===== src/rtl/phb_pkg.sv =====
// shared types, constants and reset table of the host bridge config space
`timescale 1ns / 1ps
package phb_pkg;

   typedef enum logic [1:0] {
      CMD_READ  = 2'd0,
      CMD_WRITE = 2'd1,
      CMD_RESET = 2'd2
   } phb_cmd_type;

   typedef enum logic [1:0] {
      ST_IDLE,
      ST_LOOK,
      ST_SECOND
   } phb_state_type;

   localparam logic [7:0] OFF_CMD_LO   = 8'h04;
   localparam logic [7:0] OFF_CMD_HI   = 8'h05;
   localparam logic [7:0] OFF_STS_LO   = 8'h06;
   localparam logic [7:0] OFF_STS_HI   = 8'h07;
   localparam logic [7:0] OFF_BAR_LO   = 8'h10;
   localparam logic [7:0] OFF_BAR_END  = 8'h4f;
   localparam logic [7:0] OFF_PAM0     = 8'h59;
   localparam logic [7:0] OFF_PAM1     = 8'h5a;
   localparam logic [7:0] OFF_PAM2     = 8'h5b;
   localparam logic [7:0] OFF_PAM6     = 8'h5f;

   localparam logic [7:0] CMD_KEEP     = 8'h42;
   localparam logic [7:0] CMD_FORCE    = 8'h04;
   localparam logic [7:0] CMD_HI_KEEP  = 8'h01;
   localparam logic [7:0] STS_HI_FORCE = 8'h02;
   localparam logic [7:0] OTHER_FUNC   = 8'hff;

   localparam logic [19:0] BIOS_BASE   = 20'hf0000;
   localparam logic [19:0] ROM_BASE    = 20'hc0000;
   localparam logic [19:0] HALF_STEP   = 20'h04000;
   localparam logic [16:0] SIZE_64K    = 17'h10000;
   localparam logic [16:0] SIZE_16K    = 17'h04000;

   typedef struct packed {
      logic [19:0] base;
      logic [16:0] size;
      logic        rd_int;
      logic        wr_int;
   } phb_seg_type;

   typedef struct packed {
      logic        we;
      logic [7:0]  data;
      logic [1:0]  count;
      phb_seg_type seg0;
      phb_seg_type seg1;
      logic        shadow_we;
      logic        shadow_val;
   } phb_wr_type;

   function automatic logic [7:0] phb_reset_byte(input logic variant, input logic [7:0] addr);
      logic [7:0] v;
      v = 8'h00;
      case (addr)
         8'h00: v = 8'h86;
         8'h01: v = 8'h80;
         8'h02: v = 8'ha3;
         8'h03: v = 8'h04;
         8'h04: v = 8'h06;
         8'h07: v = 8'h02;
         8'h0b: v = 8'h06;
         8'h57: v = 8'h31;
         8'h60, 8'h61, 8'h62, 8'h63, 8'h64: v = 8'h02;
         8'h08: v = variant ? 8'h10 : 8'h03;
         8'h50: v = variant ? 8'ha0 : 8'h80;
         8'h52: v = variant ? 8'h44 : 8'h40;
         8'h66, 8'h67: v = variant ? 8'h02 : 8'h00;
         default: v = 8'h00;
      endcase
      return v;
   endfunction

endpackage


===== src/rtl/phb_cfg_mem.sv =====
// config byte memory with registered read and per-entry reset defaults
`timescale 1ns / 1ps
module phb_cfg_mem #(
   parameter int CHIP_VARIANT = 0,
   parameter int DEPTH        = 256,
   parameter int AW           = $clog2(DEPTH)
) (
   input  logic          clock,
   input  logic          reset,
   input  logic          rd_en,
   input  logic [AW-1:0] rd_addr,
   output logic [7:0]    rd_data,
   input  logic          wr_en,
   input  logic [AW-1:0] wr_addr,
   input  logic [7:0]    wr_data
);
   import phb_pkg::*;

   logic [7:0]       ram_ff [DEPTH];
   logic [DEPTH-1:0] valid_ff;
   logic [DEPTH-1:0] valid_in;
   logic [7:0]       rd_data_ff;

   always_comb begin
      valid_in = valid_ff;
      if (wr_en) begin
         valid_in[wr_addr] = 1'b1;
      end
   end

   always_ff @(posedge clock) begin
      if (reset) begin
         valid_ff <= '0;
      end else begin
         valid_ff <= valid_in;
      end
   end

   always_ff @(posedge clock) begin
      if (wr_en) begin
         ram_ff[wr_addr] <= wr_data;
      end
   end

   always_ff @(posedge clock) begin
      if (rd_en) begin
         if (valid_ff[rd_addr]) begin
            rd_data_ff <= ram_ff[rd_addr];
         end else begin
            rd_data_ff <= phb_reset_byte(CHIP_VARIANT != 0, 8'(rd_addr));
         end
      end
   end

   assign rd_data = rd_data_ff;

endmodule


===== src/rtl/phb_wr_filter.sv =====
// write masking and PAM segment change decode
`timescale 1ns / 1ps
module phb_wr_filter (
   input  logic               [7:0] addr,
   input  logic               [7:0] old_val,
   input  logic               [7:0] new_val,
   input  logic                     pam2_en,
   output phb_pkg::phb_wr_type      wr
);
   import phb_pkg::*;

   logic        drop;
   logic [7:0]  diff;
   logic [2:0]  idx;
   logic [19:0] lo_base;
   phb_seg_type lo_seg;
   phb_seg_type hi_seg;
   logic        pam_x;

   assign diff    = old_val ^ new_val;
   assign idx     = 3'(addr - OFF_PAM1);
   assign lo_base = ROM_BASE + 20'({idx, 15'b0});
   assign pam_x   = (addr >= OFF_PAM1) && (addr <= OFF_PAM6) && ((addr != OFF_PAM2) || pam2_en);

   always_comb begin
      lo_seg.base   = lo_base;
      lo_seg.size   = SIZE_16K;
      lo_seg.rd_int = new_val[0];
      lo_seg.wr_int = new_val[1];
      hi_seg.base   = lo_base + HALF_STEP;
      hi_seg.size   = SIZE_16K;
      hi_seg.rd_int = new_val[4];
      hi_seg.wr_int = new_val[5];
   end

   always_comb begin
      drop = (addr >= OFF_BAR_LO) && (addr < OFF_BAR_END);
      case (addr)
         8'h00, 8'h01, 8'h02, 8'h03, 8'h08, 8'h09, 8'h0a, 8'h0b, 8'h0c, 8'h0e: drop = 1'b1;
         default: ;
      endcase

      wr            = '0;
      wr.we         = !drop;
      wr.data       = new_val;
      case (addr)
         OFF_CMD_LO: wr.data = (new_val & CMD_KEEP) | CMD_FORCE;
         OFF_CMD_HI: wr.data = new_val & CMD_HI_KEEP;
         OFF_STS_LO: wr.data = 8'h00;
         OFF_STS_HI: wr.data = STS_HI_FORCE;
         default: ;
      endcase

      if (addr == OFF_PAM0) begin
         if (diff[7:4] != 4'h0) begin
            wr.count       = 2'd1;
            wr.seg0.base   = BIOS_BASE;
            wr.seg0.size   = SIZE_64K;
            wr.seg0.rd_int = new_val[4];
            wr.seg0.wr_int = new_val[5];
            wr.shadow_we   = 1'b1;
            wr.shadow_val  = new_val[4];
         end
      end else if (pam_x) begin
         if (diff[3:0] != 4'h0) begin
            wr.seg0 = lo_seg;
            wr.seg1 = hi_seg;
            wr.count = (diff[7:4] != 4'h0) ? 2'd2 : 2'd1;
         end else if (diff[7:4] != 4'h0) begin
            wr.seg0  = hi_seg;
            wr.count = 2'd1;
         end
      end
   end

endmodule


===== src/rtl/pci_host_bridge_pam_config.sv =====
// top level: host bridge config space with PAM segment updates
`timescale 1ns / 1ps
// A request reads the config byte from the memory in the cycle its request
// beat is taken; a write modifies the byte and writes it back in the LOOK
// state, when the first response beat is loaded. A PAM write that changes
// both nibbles of a segment register adds the SECOND state for its second
// response beat; a stalled response holds the block in place. The
// memory's reset contents come from per-byte valid flags cleared by reset,
// so requests are taken right after reset with no fill pass. A command value
// of 3 is taken and gives no response.
module pci_host_bridge_pam_config #(
   parameter int CHIP_VARIANT = 0,
   parameter int SPACE_BYTES  = 256
) (
   input  logic        clock,
   input  logic        reset,
   input  logic        req_valid,
   output logic        req_stall,
   input  logic [1:0]  req_command,
   input  logic [2:0]  req_function_number,
   input  logic [7:0]  req_reg_offset,
   input  logic [7:0]  req_write_data,
   output logic        rsp_valid,
   input  logic        rsp_stall,
   output logic [7:0]  rsp_read_data,
   output logic        rsp_map_update,
   output logic [19:0] rsp_segment_base,
   output logic [16:0] rsp_segment_size,
   output logic        rsp_read_internal,
   output logic        rsp_write_internal,
   output logic        rsp_shadow_bios,
   output logic        rsp_last,
   input  logic        csr_valid,
   output logic        csr_ready,
   input  logic        csr_pam2_enable
);
   import phb_pkg::*;

   localparam int AW = $clog2(SPACE_BYTES);

   phb_state_type state_ff, state_in;
   logic        is_read_ff, is_read_in;
   logic        func_zero_ff, func_zero_in;
   logic [7:0]  addr_ff, addr_in;
   logic [7:0]  data_ff, data_in;
   logic        pam2_ff, pam2_in;
   logic        shadow_ff, shadow_in;
   phb_seg_type pend_ff, pend_in;

   logic        rsp_valid_ff, rsp_valid_in;
   logic [7:0]  rsp_rd_ff, rsp_rd_in;
   logic        rsp_mu_ff, rsp_mu_in;
   phb_seg_type rsp_seg_ff, rsp_seg_in;
   logic        rsp_shadow_ff, rsp_shadow_in;
   logic        rsp_last_ff, rsp_last_in;

   logic        req_take;
   logic        out_free;
   logic        mem_re;
   logic        mem_we;
   logic [7:0]  rd_addr;
   logic [7:0]  mem_rdata;
   phb_wr_type  wr;
   phb_cmd_type cmd;

   assign cmd       = phb_cmd_type'(req_command);
   assign req_stall = (state_ff != ST_IDLE);
   assign req_take  = req_valid && !req_stall;
   assign out_free  = !rsp_valid_ff || !rsp_stall;
   assign csr_ready = 1'b1;
   assign rd_addr   = (cmd == CMD_RESET) ? OFF_PAM0 : req_reg_offset;
   assign mem_re    = req_take;
   assign mem_we    = (state_ff == ST_LOOK) && out_free && !is_read_ff && func_zero_ff && wr.we;

   phb_cfg_mem #(
      .CHIP_VARIANT (CHIP_VARIANT),
      .DEPTH        (SPACE_BYTES)
   ) u_mem (
      .clock   (clock),
      .reset   (reset),
      .rd_en   (mem_re),
      .rd_addr (rd_addr[AW-1:0]),
      .rd_data (mem_rdata),
      .wr_en   (mem_we),
      .wr_addr (addr_ff[AW-1:0]),
      .wr_data (wr.data)
   );

   phb_wr_filter u_filter (
      .addr    (addr_ff),
      .old_val (mem_rdata),
      .new_val (data_ff),
      .pam2_en (pam2_ff),
      .wr      (wr)
   );

   always_comb begin
      state_in      = state_ff;
      is_read_in    = is_read_ff;
      func_zero_in  = func_zero_ff;
      addr_in       = addr_ff;
      data_in       = data_ff;
      pam2_in       = (csr_valid && csr_ready) ? csr_pam2_enable : pam2_ff;
      shadow_in     = shadow_ff;
      pend_in       = pend_ff;
      rsp_valid_in  = rsp_valid_ff && rsp_stall;
      rsp_rd_in     = rsp_rd_ff;
      rsp_mu_in     = rsp_mu_ff;
      rsp_seg_in    = rsp_seg_ff;
      rsp_shadow_in = rsp_shadow_ff;
      rsp_last_in   = rsp_last_ff;

      case (state_ff)
         ST_IDLE: begin
            if (req_take) begin
               addr_in      = rd_addr;
               data_in      = req_write_data;
               func_zero_in = (req_function_number == 3'd0);
               case (cmd)
                  CMD_READ: begin
                     is_read_in = 1'b1;
                     state_in   = ST_LOOK;
                  end
                  CMD_WRITE: begin
                     is_read_in = 1'b0;
                     state_in   = ST_LOOK;
                  end
                  CMD_RESET: begin
                     is_read_in   = 1'b0;
                     func_zero_in = 1'b1;
                     data_in      = 8'h00;
                     state_in     = ST_LOOK;
                  end
                  default: ;
               endcase
            end
         end
         ST_LOOK: begin
            if (out_free) begin
               rsp_valid_in = 1'b1;
               rsp_rd_in    = 8'h00;
               rsp_mu_in    = 1'b0;
               rsp_seg_in   = '0;
               rsp_last_in  = 1'b1;
               state_in     = ST_IDLE;
               if (is_read_ff) begin
                  rsp_rd_in = func_zero_ff ? mem_rdata : OTHER_FUNC;
               end else if (func_zero_ff) begin
                  if (wr.shadow_we) begin
                     shadow_in = wr.shadow_val;
                  end
                  if (wr.count != 2'd0) begin
                     rsp_mu_in  = 1'b1;
                     rsp_seg_in = wr.seg0;
                  end
                  if (wr.count == 2'd2) begin
                     rsp_last_in = 1'b0;
                     pend_in     = wr.seg1;
                     state_in    = ST_SECOND;
                  end
               end
               rsp_shadow_in = (func_zero_ff && wr.shadow_we && !is_read_ff) ?
                               wr.shadow_val : shadow_ff;
            end
         end
         ST_SECOND: begin
            if (out_free) begin
               rsp_valid_in  = 1'b1;
               rsp_rd_in     = 8'h00;
               rsp_mu_in     = 1'b1;
               rsp_seg_in    = pend_ff;
               rsp_shadow_in = shadow_ff;
               rsp_last_in   = 1'b1;
               state_in      = ST_IDLE;
            end
         end
         default: state_in = ST_IDLE;
      endcase
   end

   always_ff @(posedge clock) begin
      if (reset) begin
         state_ff     <= ST_IDLE;
         pam2_ff      <= 1'b0;
         shadow_ff    <= 1'b0;
         rsp_valid_ff <= 1'b0;
      end else begin
         state_ff     <= state_in;
         pam2_ff      <= pam2_in;
         shadow_ff    <= shadow_in;
         rsp_valid_ff <= rsp_valid_in;
      end
   end

   always_ff @(posedge clock) begin
      is_read_ff    <= is_read_in;
      func_zero_ff  <= func_zero_in;
      addr_ff       <= addr_in;
      data_ff       <= data_in;
      pend_ff       <= pend_in;
      rsp_rd_ff     <= rsp_rd_in;
      rsp_mu_ff     <= rsp_mu_in;
      rsp_seg_ff    <= rsp_seg_in;
      rsp_shadow_ff <= rsp_shadow_in;
      rsp_last_ff   <= rsp_last_in;
   end

   assign rsp_valid          = rsp_valid_ff;
   assign rsp_read_data      = rsp_rd_ff;
   assign rsp_map_update     = rsp_mu_ff;
   assign rsp_segment_base   = rsp_seg_ff.base;
   assign rsp_segment_size   = rsp_seg_ff.size;
   assign rsp_read_internal  = rsp_seg_ff.rd_int;
   assign rsp_write_internal = rsp_seg_ff.wr_int;
   assign rsp_shadow_bios    = rsp_shadow_ff;
   assign rsp_last           = rsp_last_ff;

   a_no_rw_overlap: assert property (@(posedge clock) disable iff (reset)
      !(mem_we && mem_re))
      else $error("config memory read and write in the same cycle");

   a_second_has_beat: assert property (@(posedge clock) disable iff (reset)
      (state_ff == ST_SECOND) |-> rsp_valid_ff)
      else $error("second update pending without a first beat out");

   a_take_to_look: assert property (@(posedge clock) disable iff (reset)
      (req_take && (cmd == CMD_READ || cmd == CMD_WRITE || cmd == CMD_RESET))
      |=> (state_ff == ST_LOOK))
      else $error("request beat taken without a lookup");

   a_not_last_in_pair: assert property (@(posedge clock) disable iff (reset)
      (rsp_valid_ff && !rsp_last_ff) |-> (state_ff == ST_SECOND))
      else $error("non-final beat out with no second update pending");

endmodule

===== config.mk =====
export PLATFORM = sky130hd
export DESIGN_NAME = pci_host_bridge_pam_config
export DESIGN_NICKNAME = d
export VERILOG_FILES = /design/src/rtl/phb_pkg.sv /design/src/rtl/phb_cfg_mem.sv /design/src/rtl/phb_wr_filter.sv /design/src/rtl/pci_host_bridge_pam_config.sv
export SDC_FILE = /design/constraint.sdc
export NUM_CORES = 2
export LEC_CHECK = 0
export ABC_AREA = 1
export ABC_CLOCK_PERIOD_IN_PS = 13000
export BUFFER_PORTS_ARGS = -buffer_cell sky130_fd_sc_hd__buf_2
export CORE_MARGIN = 5
export CORE_UTILIZATION = 57
export DETAILED_ROUTE_END_ITERATION = 7
export PLACE_DENSITY_LB_ADDON = 0.05
export SLEW_MARGIN = 10
export SYNTH_ARGS = -nofsm -noshare
export SYNTH_HDL_FRONTEND = slang
export SYNTH_SLANG_ARGS = --single-unit

===== constraint.sdc =====
create_clock -name clock -period 13 [get_ports clock]
set_clock_uncertainty 0.15 [all_clocks]
set_input_delay 2.6 -clock clock [delete_from_list [all_inputs] [get_ports clock]]
set_output_delay 2.6 -clock clock [all_outputs]
set_load 0.01 [all_outputs]

### Word level (Yosys, flattened, before mapping)

Memories as Yosys holds them, arrays and structs flattened.
Cells that the tools add are included.

* flip-flop bits (word level): 376
* latch bits: 0
* ROM bits: 0
* output and inout bits: 53
* word-level logic and storage cells: 179
* memory bits (writable): 2048
* memories kept: 1

Memory list
* u_mem.ram_ff: words 256, bits a word 8, rd ports 1, clocked after Yosys merged registers in 0, wr ports 1, line phb_cfg_mem.sv:19 `logic [7:0] ram_ff [DEPTH];`

* bitwise operators: 5
* add/subtract/negate cells: 3
* shift-type cells: 0
* $lt $le $gt $ge: 7
* reduce and logical (&&, ||, !) cells: 45
* divide/modulo/power cells: 0
* multiply operators: 0
* muxes and demuxes: 57
* equal/unequal tests: 39

Operators by type and width (count)
* $or 256x256->256: 1
* $mux 39: 6
* $mux 41: 2
* $mux 40: 2
* $mux 80: 1
* $pmux 39 s2: 1
* $eq 8x7->1 const B: 9
* $pmux 8 s9: 1
* $eq 8x4->1 const B: 8
* $eq 8x3->1 const B: 6
* $mux 8: 6
* $eq 8x2->1 const B: 4
* $pmux 8 s4: 1
* $add 19x19->20 const A: 1
* $add 20x15->20 const B: 1
* $mux 2: 10
* $mux 1: 19
* $lt 8x9->1 const B: 2
* $eq 8x1->1 const B: 2
* $logic_not 8->1: 2
* $pmux 8 s2: 1
* $logic_and 1x1->1: 12
* $reduce_and 5->1: 2
* $reduce_or 10->1: 1
* other kinds (28): 55

### Logic depth before layout (Yosys ltp)

* depth in word-level cells: 13
* mapped depth: 23

### By module

A second synthesis with hierarchy kept.

* cells, all modules: 9871
* area, all modules: 100202.4 um^2

Modules (own cells, without submodules)
* phb_cfg_mem: cells each 9329, times used 1, area an instance 94551.9 um^2
* pci_host_bridge_pam_config: cells each 352, times used 1, area an instance 4550.6 um^2
* phb_wr_filter: cells each 190, times used 1, area an instance 1099.8 um^2

### Worst setup path after synthesis

OpenSTA, ideal clock, no wires.

* path kind: register -> register
* start point: reg addr_ff[5]
* end point: mem u_mem.ram_ff[0][1], data pin
* required time: 10.609 ns
* path buffers: 0
* arrival time: 11.370 ns
* clock period less this slack: 13.760 ns
* stages on the path, launching flop included: 6
* slack: -0.760 ns
* path through: edfxtp_1 nor2_1 inv_1 nor2_1 inv_1 o31ai_1

RTL lines
* from (decl): line pci_host_bridge_pam_config.sv:44 `logic [7:0] addr_ff, addr_in;`
* from (signal assigned): line pci_host_bridge_pam_config.sv:198 `addr_ff <= addr_in;`
* to (decl): line phb_cfg_mem.sv:19

### Final worst setup path

* start point: in req_command[0]
* end point: reg u_mem.rd_data_ff[3] (netlist: u_mem.rd_data[3]), data pin

* longest elaborated chain between the ends: 5
* elaborated cells on any way between the ends: 6
* classes of those cells: eq/ne: 1; mux: 4; memory: 1

Ends and longest elaborated chain
* from (decl): line pci_host_bridge_pam_config.sv:19 `input logic [1:0] req_command,`
* $eq 2x2->1 (*): line pci_host_bridge_pam_config.sv:71 `assign rd_addr = (cmd == CMD_RESET) ? OFF_PAM0 : req_reg_offset;`
* $mux 8 (*): line pci_host_bridge_pam_config.sv:71
* $bmux 1 s8: line phb_cfg_mem.sv:47 `if (valid_ff[rd_addr]) begin`
* $mux 1 (implied by the code): line phb_cfg_mem.sv:47
* $mux 8 (*): line phb_cfg_mem.sv:47
* to (signal assigned): line phb_cfg_mem.sv:48 `rd_data_ff <= ram_ff[rd_addr];`
* to (signal assigned): line phb_cfg_mem.sv:50 `rd_data_ff <= phb_reset_byte(CHIP_VARIANT != 0, 8'(rd_addr));`
* to (decl): line phb_cfg_mem.sv:22 `logic [7:0] rd_data_ff;`

Every way passes the cells marked *; elsewhere a longest branch is shown, timed or not. The select of a mux whose other input is x is not followed.
A chain may end at the register's enable or synchronous reset.

==> impl_metrics.env <==
export IMPL_outcome="finished clean"
export IMPL_synth_main_ff_cell="sky130_fd_sc_hd__edfxtp_1"
export IMPL_gp_congestion=0.8963
export IMPL_setup_viol=0
export IMPL_drt_total_wl_um=271000
export IMPL_mostFrequentLayoutCell="sky130_fd_sc_hd__nand2_1"
export IMPL_tns_ps=0
export IMPL_detailedRoute_firstPassIterationCount=6
export IMPL_layout_cells_most_common_list="4036 x sky130_fd_sc_hd__nand2_1, 2101 x sky130_fd_sc_hd__edfxtp_1, 614 x sky130_fd_sc_hd__conb_1"
export IMPL_critical_path_slowest_cell="sky130_fd_sc_hd__buf_4"
export IMPL_detailedRoute_firstIterationViolations=8034
export IMPL_port_buffers=49
export IMPL_crit_path_max_fanout=63
export IMPL_power_leakage_nw=42.90
export IMPL_power_frac_clock=0.407
export IMPL_total_i_o_pin_count=80
export IMPL_timing_critical_path_from_type="input port"
export IMPL_netSwitchingPower_mw=3.892
export IMPL_layout_cells_sized_above_1=0.05796
export IMPL_maxClockFrequency_mhz=146.1
export IMPL_floorplan_die_width_um=418.9
export IMPL_required_time_of_the_worst_setup_path_ps=13470
export IMPL_ys_warnings_count=0
export IMPL_die_height_um=418.9
export IMPL_period_minus_slack_ps=6845
export IMPL_worstHoldPathType="flip-flop to flip-flop"
export IMPL_slew_viol_final=0
export IMPL_timing_worst_slew_pin_value_ps=1218
export IMPL_ys_types=44
export IMPL_number_of_synthesized_flops_with_an_enable_pin=2101
export IMPL_buffers_from_clock_root_to_sink_at_most=3
export IMPL_area_growth_synth_to_final_pct=12.74
export IMPL_whs_ps=272.1
export IMPL_intPower_mw=12.62
export IMPL_synth_yosys_seq_area_share=0.7167
export IMPL_routedWlPerCell_um=22.77
export IMPL_slew_limit_headroom=0.1881
export IMPL_start_util=0.5720
export IMPL_setup_repair_after_global_routing_missed_its_margin="false"
export IMPL_placeableCoreArea_um2=166700
export IMPL_max_vdd_ir_drop_mv=0.1543
export IMPL_critical_path_top_delay_family="buffers and inverters"
export IMPL_ys_seq_elements=2362
export IMPL_clock_tree_htree_level_count=4
export IMPL_clk_pin_slew_ps=70
export IMPL_pwr_share_seq=0.518
export IMPL_post_syn_area_um2=95320
export IMPL_clockRootBuffer="sky130_fd_sc_hd__clkbuf_16"
export IMPL_post_route_drc_count=0
export IMPL_grt_max_degree=181
export IMPL_hold_viol=0
export IMPL_cts_repair_timing_setup_buffer_count=0
export IMPL_per_instance_average_area_after_synthesis_um2=10.67
export IMPL_critPathCaptureType="flip-flop"
export IMPL_fp_row_count=150
export IMPL_antenna_found_initial=9
export IMPL_cp_data_arrival_time_ps=7320
export IMPL_power_switching_fraction=0.2358
export IMPL_power_per_cell_area_nw_per_um2=153.6
export IMPL_clock_latency_ps=870
export IMPL_nNetsFinal=9528
export IMPL_grt_use_total=0.3069
export IMPL_synth_async_reset_ratio=0
export IMPL_overall_overflow_remaining_after_global_route=0
export IMPL_slowest_delay_ps=750
export IMPL_critical_path_buf_inv_count=7
export IMPL_grt_pass1_wl_um=398300
export IMPL_cts_tree="yes"
export IMPL_critical_path_cell_chain="buf_2 > inv_1 > ha_1 > buf_4 > inv_2 > nand2_8 > buf_4 > buf_4 > buf_4 > nand2_1 > nand2_1 > nand2_1 > nand2_1 > nand2_1 > nand2_1 > nor2_1 > nor2_1 > nor2_1 > nand3_1 > nand3_1 > nand2_1 > nor2_1"
export IMPL_finalCritPeriodShare=0.5265
export IMPL_cap_violations=0
export IMPL_via_count=65490
export IMPL_postSynthCellCount=8938
export IMPL_post_cts_resized_instances=0
export IMPL_detailedPlacementHpwl_um=153800
export IMPL_worstSetupPathType="input port to flip-flop"
export IMPL_route_antenna_remaining_nets=0
export IMPL_first_global_vias=62600
export IMPL_clock_sinks=2362
export IMPL_detailed_route_vias_per_instance=5.503
export IMPL_die_area_um2=175500
export IMPL_comb_power_share=0.075
export IMPL_cts_made_buffers=233
export IMPL_critical_path_most_common_cell="sky130_fd_sc_hd__nand2_1"
export IMPL_hold_bufs_inserted_after_cts=0
==> state kept, by name, summed over array words and instances, names as in the netlist, 5 cells and up <==
| signal | count |
|---|---|
| data_ff | 8 |
| addr_ff | 8 |
| u_mem.ram_ff | 2048 |
| rsp_read_data | 8 |
| u_mem.valid_ff | 256 |
| u_mem.rd_data | 8 |
| rsp_segment_base | 5 |
| pend_ff | 7 |
==> path summary, 6_finish.rpt <==
check | from | endpoint | slack [ps] | cells after the start
setup reg to reg | addr_ff[5] | u_mem.ram_ff[209][2] | 8120 | 10
hold / removal | u_mem.valid_ff[27] | u_mem.valid_ff[27] | 270 | 2
setup / recovery | req_command[0] | u_mem.rd_data[3] | 6160 | 22
hold reg to reg | u_mem.valid_ff[27] | u_mem.valid_ff[27] | 270 | 2
==> worst register-to-register path, cell delays in order (launching register included) <==
cell,delay (ps)
sky130_fd_sc_hd__edfxtp_1,420
sky130_fd_sc_hd__nor2_1,260
sky130_fd_sc_hd__inv_1,180
sky130_fd_sc_hd__nor2_1,400
sky130_fd_sc_hd__inv_1,170
sky130_fd_sc_hd__nor2_1,130
sky130_fd_sc_hd__buf_4,230
sky130_fd_sc_hd__a21oi_1,130
sky130_fd_sc_hd__nor2_4,820
sky130_fd_sc_hd__buf_4,690
sky130_fd_sc_hd__buf_4,880
==> area by class of cell <==
class	instances	area [um^2]
Clock buffer	320	6486
Sequential cell	2362	68320
Multi-Input combinational cell	6230	25530
Fill cell	13280	59190
Timing Repair Buffer	174	1380
Antenna cell	1	2.502
Inverter	491	1843
Tap cell	2204	2758
Clock inverter	119	1152
==> through the flow <==
| step | setup WS [ps] | instances | util | instance area, um^2 | power, mW |
|---|---|---|---|---|---|
| 2_1_floorplan | 3639 | 9550 | - | 97630 | 9.470 |
| 3_3_place_gp | 5327 | 11460 | 0.5990 | 99830 | 9.922 |
| 3_5_place_dp | 5341 | 11460 | 0.5990 | 99830 | 9.936 |
| 4_1_cts | 6270 | 11900 | 0.6448 | 107500 | 16.56 |
| 5_1_grt | 5914 | 11900 | 0.6448 | 107500 | 17.03 |
| 6_report | 6155 | 11900 | 0.6448 | 107500 | 16.51 |
==> per-layer routing <==
| metal | up-vias | track usage | part of all wire |
|---|---|---|---|
| li1 | 30050 | - | - |
| met5 | - | 0 | 0.00021 |
| met3 | 596 | 0.05856 | 0.095 |
| met1 | 31800 | 0.4146 | 0.39 |
| met4 | 6 | 0.1297 | 0.046 |
| met2 | 3035 | 0.4930 | 0.47 |
==> cells by family after synthesis <==
group,count (synthesis),share of synthesized area
other cells,2,0.00007878
flops,2362,0.7167
fa+ha+maj,9,0.001181
xor+xnor,5,0.0004595
buf+inv,958,0.04215
compound gates,486,0.02877
simple gates,5115,0.2106
mux,1,0.0001050
==> power by group through the flow <==
stage	combinational (mW)	sequential, mW	clock [mW]
final	1.24	8.56	6.71
after CTS	1.23	8.56	6.78
after floorplan	0.725	8.75	0
after global routing	1.35	8.56	7.12
after detailed placement	1.22	8.72	0
after global placement	1.21	8.71	0
==> synth_stat cells, types with 2 or more instances <==
library cell	instances	area share
sky130_fd_sc_hd__o21ai_0	79	0.0041
sky130_fd_sc_hd__conb_1	2	0.000079
sky130_fd_sc_hd__nand4_1	153	0.010
sky130_fd_sc_hd__nor3_2	2	0.00021
sky130_fd_sc_hd__clkinv_1	2	0.000079
sky130_fd_sc_hd__xnor2_1	2	0.00018
sky130_fd_sc_hd__inv_1	482	0.019
sky130_fd_sc_hd__xor2_1	3	0.00028
sky130_fd_sc_hd__clkbuf_1	150	0.0059
sky130_fd_sc_hd__nor2_4	2	0.00024
sky130_fd_sc_hd__buf_4	40	0.0032
sky130_fd_sc_hd__o31ai_1	5	0.00039
sky130_fd_sc_hd__ha_1	9	0.0012
sky130_fd_sc_hd__buf_1	65	0.0026
sky130_fd_sc_hd__nand2_2	4	0.00026
sky130_fd_sc_hd__edfxtp_1	2101	0.66
sky130_fd_sc_hd__and2_1	2	0.00013
sky130_fd_sc_hd__buf_2	210	0.011
sky130_fd_sc_hd__dfxtp_1	261	0.055
sky130_fd_sc_hd__nor3_1	13	0.00068
sky130_fd_sc_hd__o22ai_1	3	0.00020
sky130_fd_sc_hd__nand3_1	302	0.016
sky130_fd_sc_hd__o21ai_1	42	0.0022
sky130_fd_sc_hd__a22o_1	3	0.00028
sky130_fd_sc_hd__o21ba_2	7	0.00074
sky130_fd_sc_hd__nor4_1	3	0.00020
sky130_fd_sc_hd__nor2_1	580	0.023
sky130_fd_sc_hd__o211ai_1	2	0.00016
sky130_fd_sc_hd__nand2_1	4038	0.16
sky130_fd_sc_hd__a21oi_1	248	0.013
sky130_fd_sc_hd__nor2_2	12	0.00079
sky130_fd_sc_hd__a22oi_1	93	0.0073
sky130_fd_sc_hd__inv_2	7	0.00028
No activity file was read; power rests on OpenSTA's default activity.
